--- config.mk ---
export PLATFORM = sky130hd
export DESIGN_NAME = chm_sqrt_cell
export DESIGN_NICKNAME = d
export VERILOG_FILES = /design/src/design/chm_pkg.sv /design/src/design/chm_sqrt_cell.sv
export SDC_FILE = /design/constraint.sdc
export NUM_CORES = 1
export LEC_CHECK = 0
export ABC_AREA = 1
export BUFFER_PORTS_ARGS = -buffer_cell sky130_fd_sc_hd__buf_2
export CAP_MARGIN = 40
export CORE_MARGIN = 4
export CORE_UTILIZATION = 53
export DETAILED_ROUTE_END_ITERATION = 16
export PLACE_DENSITY = 0.79
export SETUP_SLACK_MARGIN = 0.4
export SLEW_MARGIN = 40
export SYNTH_ARGS = -nofsm -noshare
export SYNTH_HDL_FRONTEND = slang
export SYNTH_SLANG_ARGS = --single-unit
--- constraint.sdc ---
create_clock -name clk -period 1.9 [get_ports clk]
set_input_delay 0.095 -clock clk [delete_from_list [all_inputs] [get_ports clk]]
set_output_delay 0.095 -clock clk [all_outputs]
set_load 0.005 [all_outputs]
--- src/design/chm_pkg.sv ---
// ----------------------------------------------------------------------------
// chm_pkg - shared types and constants
// Point format, square-root cell word and fixed limits of the chamfer unit.
// ----------------------------------------------------------------------------
`default_nettype none

package chm_pkg;

  localparam int COORD_W = 15;
  localparam int POINT_W = 3 * COORD_W;
  localparam int SQ_W    = 32;
  localparam int ROOT_W  = 16;
  localparam int SUM_W   = 28;
  localparam int SQRT_STEPS = 16;

  localparam logic [SUM_W-1:0] SUM_MAX = {SUM_W{1'b1}};

  // pipeline plus square-root chain depth, with margin
  localparam logic [4:0] DRAIN_CYCLES = 5'd24;

  typedef struct packed {
    logic signed [COORD_W-1:0] z;
    logic signed [COORD_W-1:0] y;
    logic signed [COORD_W-1:0] x;
  } point_t;

  // word handed from one square-root cell to the next
  typedef struct packed {
    logic            valid;
    logic [SQ_W-1:0] rem;
    logic [SQ_W-1:0] res;
  } sq_word_t;

endpackage

`default_nettype wire

--- src/design/chm_sqrt_cell.sv ---
// ----------------------------------------------------------------------------
// chm_sqrt_cell - one step of the integer square root
// Tries one result bit and hands remainder and partial root onward.
// ----------------------------------------------------------------------------
`default_nettype none

module chm_sqrt_cell #(
  parameter int STEP = 0
) (
  input  wire logic               clk,
  input  wire logic               rst,
  input  wire chm_pkg::sq_word_t  din,
  output chm_pkg::sq_word_t       dout
);

  localparam logic [chm_pkg::SQ_W-1:0] BIT_VAL =
    chm_pkg::SQ_W'(1) << (30 - 2 * STEP);

  logic [chm_pkg::SQ_W-1:0] trial;

  assign trial = din.res + BIT_VAL;

  always_ff @(posedge clk) begin
    if (rst) begin
      dout.valid <= 1'b0;
    end else begin
      dout.valid <= din.valid;
    end
    if (din.rem >= trial) begin
      dout.rem <= din.rem - trial;
      dout.res <= (din.res >> 1) + BIT_VAL;
    end else begin
      dout.rem <= din.rem;
      dout.res <= din.res >> 1;
    end
  end

endmodule

`default_nettype wire

==> results_dict.tcl <==
set metrics [dict create \
    htreeDepth 3 \
    leakagePower_nw 3.87 \
    grt_pass1_vias 5373 \
    slew_violations 0 \
    critPathTopFamily "simple AND/OR/NAND/NOR gates" \
    whs_endpoint "dout[31]$_SDFF_PN0_" \
    fin_crit_ns 1.58 \
    startpoint_type "input pin" \
    dr_wl_met3_um 1610 \
    nets 1063 \
    yosys_register_bits 65 \
    hold_viol_final 0 \
    cts_tree "built" \
    drt-vias-per-instance 5.28 \
    async_flop_share_pct 0 \
    crit_chain "buf_2 -> inv_1 -> ha_4 -> nand2_1 -> nand2_2 -> nand2_1 -> nand2_2 -> a21oi_2 -> nor2_1 -> nor2_2 -> nand2_4 -> buf_4 -> nand2_1 -> o21ai_0" \
    tns_ns 0 \
    crit_path_end_kind "flop" \
    row_count 33 \
    finalSetupViolations 0 \
    arrival_ns 1.79 \
    chipWidth_um 99.8 \
    globalRouteOverflowTotal 0 \
    regArea_sq_mm 0.00130 \
    slew_headroom_pct 77.1 \
    drtAntennaViolNets 0 \
    dp_hpwl_um 11600 \
    synth-main-ff-cell "dfxtp_1" \
    dieArea_sq_mm 0.00996 \
    instances_no_fill 1073 \
    worst_path_most_repeated_cell "nand2_1" \
    p_total_w 0.00497 \
    critical_path_required_ns 2.11 \
    grt_usage_pct 32.3 \
    wl_met1_um 7320 \
    largest_reg_flops 65 \
    cts_num_sinks 65 \
    antenna_found_initial 0 \
    syn_avg_cell_area_sq_um 6.07 \
    nFillCells 534 \
    post-synth-top-count-cell "nand2_1" \
    critPathBufInv 3 \
    area_delta_synth_final_pct 50.7 \
    dp.cells 990 \
    yosysSeqAreaShare_pct 29.1 \
    powerDensity_mw_per_mm2 738 \
    ys_warn_count 0 \
    multi_input_area_sq_mm 0.00286 \
    top_register "dout" \
    whs_ns 0.00805 \
    hp-class "input pin to flop" \
    hp-start "din[31]" \
    slowest_delay_ns 0.23 \
    cpMaxStageDelayCell "ha_4" \
    dr.max_layer_used "met4" \
    synthTopCellsByArea "dfxtp_1 (29%), nand2_1 (25%), inv_1 (14%), ha_1 (9.0%), nand3_1 (4.9%)" \
    grt_pass1_wl_um 25300 \
    clk_pin_slew_ns 0.08 \
    hold_depth 3 \
    ir_drop_mv 0.766 \
    grt_max_degree 17 \
    core-area_sq_mm 0.00822 \
    initial_core_util_pct 54.3 \
    drc 0 \
    syn_area_sq_mm 0.00447 \
    synth_nets 836 \
    cts-root-buf "clkbuf_8" \
    worst_pin_slew_ns 0.344 \
    yosysUniqueCellTypes 28 \
    met2WireLength_um 9140 \
    status "finished clean" \
    synth_common_cells "nand2_1 (300), inv_1 (163), dfxtp_1 (65)" \
    synth_edf_count 0 \
    first_iter_violations 428 \
    vias 5670 \
    port-buffer-count 131 \
    finalWirelength_um 19000 \
    drive_above_1_share_pct 28.3 \
    crit_path_max_fanout 7 \
    synth_top_area_share_pct 29.1 \
    numCtsBuffers 9 \
    fin_crit_sh_pct 82.9 \
    wire_per_inst_um 17.7 \
    fmax_ghz 0.635 \
    pin_count 132 \
    cap_violations 0 \
    top_regs "dout x65" \
    place_congestion 0.943 \
    syn_inst 736 \
    yosys.area.top_type "dfxtp_1" \
    setup.worst_path.class "input pin to flop" \
    rsz0062_at_grt "true" \
    antenna-diode-count 0 \
    fp.dieH_um 99.8 \
    clockBufferDepth 2 \
    drt-pass1-iter-count 6 \
]
area by class of cell:
cell class	instances	share of cell area (%)
well taps	105	1.95
clock inverters	5	1.15
repair buffers	222	23.3
multi-input cells	499	42.5
inverters	166	9.52
clock buffers	11	2.25
flip-flops and latches	65	19.3
layer usage:
layer | GRT usage, % | up-vias
met1 | 40.1 | 2599
met4 | 12.0 | 0
met3 | 5.00 | 88
met5 | 0 | -
met2 | 56.1 | 352
li1 | - | 2631
timing repair:
action | in CTS | in global routing
hold buffers | 61 | 0
endpoints found under the hold margin | 60 | 0
setup buffers | 0 | 4
resized for setup | 5 | 72
setup endpoints to repair | 15 | 34
cloned | 0 | 2
pin swaps | 0 | 10
stage by stage:
stage          utilization (%)  worst slack, ns  area [sq um]
4_1_cts                   76.5            0.396          6280
3_3_place_gp              66.1           0.0583          5430
6_report                  81.9            0.324          6730
3_5_place_dp              66.1          0.00559          5430
2_1_floorplan                -            0.300          4510
5_1_grt                   81.9            0.251          6730
worst max path at each step:
stage	to	slack (ns)	start	cells past startpoint
after floorplan	dout[41]$_DFF_P_	0.30	din[32]	16
after global placement	dout[55]$_DFF_P_	0.06	din[32]	17
after detailed placement	dout[49]$_DFF_P_	0.006	din[17]	12
after CTS	dout[49]$_DFF_P_	0.40	din[7]	17
after global routing	dout[32]$_DFF_P_	0.25	din[14]	14
final	dout[32]$_DFF_P_	0.32	din[17]	14
cell families after synthesis:
group	Yosys count	share of synthesized area [%]
adder cells (fa/ha/maj)	33	9.41
AO/OA/AOI/OAI	25	3.11
buffers and inverters	172	15.4
flip-flops	65	29.1
XOR/XNOR	15	2.94
AND/OR/NAND/NOR	426	40.0
layout by cell type (no fill, tap or decap), types with 14 or more instances in the layout:
| cell | n |
|---|---|
| xor2_1 | 14 |
| nand2_2 | 37 |
| buf_4 | 24 |
| buf_2 | 130 |
| nand2_1 | 276 |
| nor2_1 | 31 |
| inv_1 | 158 |
| dlygate4sd3_1 | 61 |
| dfxtp_1 | 65 |
| ha_4 | 19 |
| nand3_1 | 42 |
power breakdown:
group | internal, W | switching [W]
Clock | 0.000807 | 0.000639
Sequential | 0.00155 | 0.0000565
Combinational | 0.000811 | 0.00110
(Power assumes the default switching activity.)
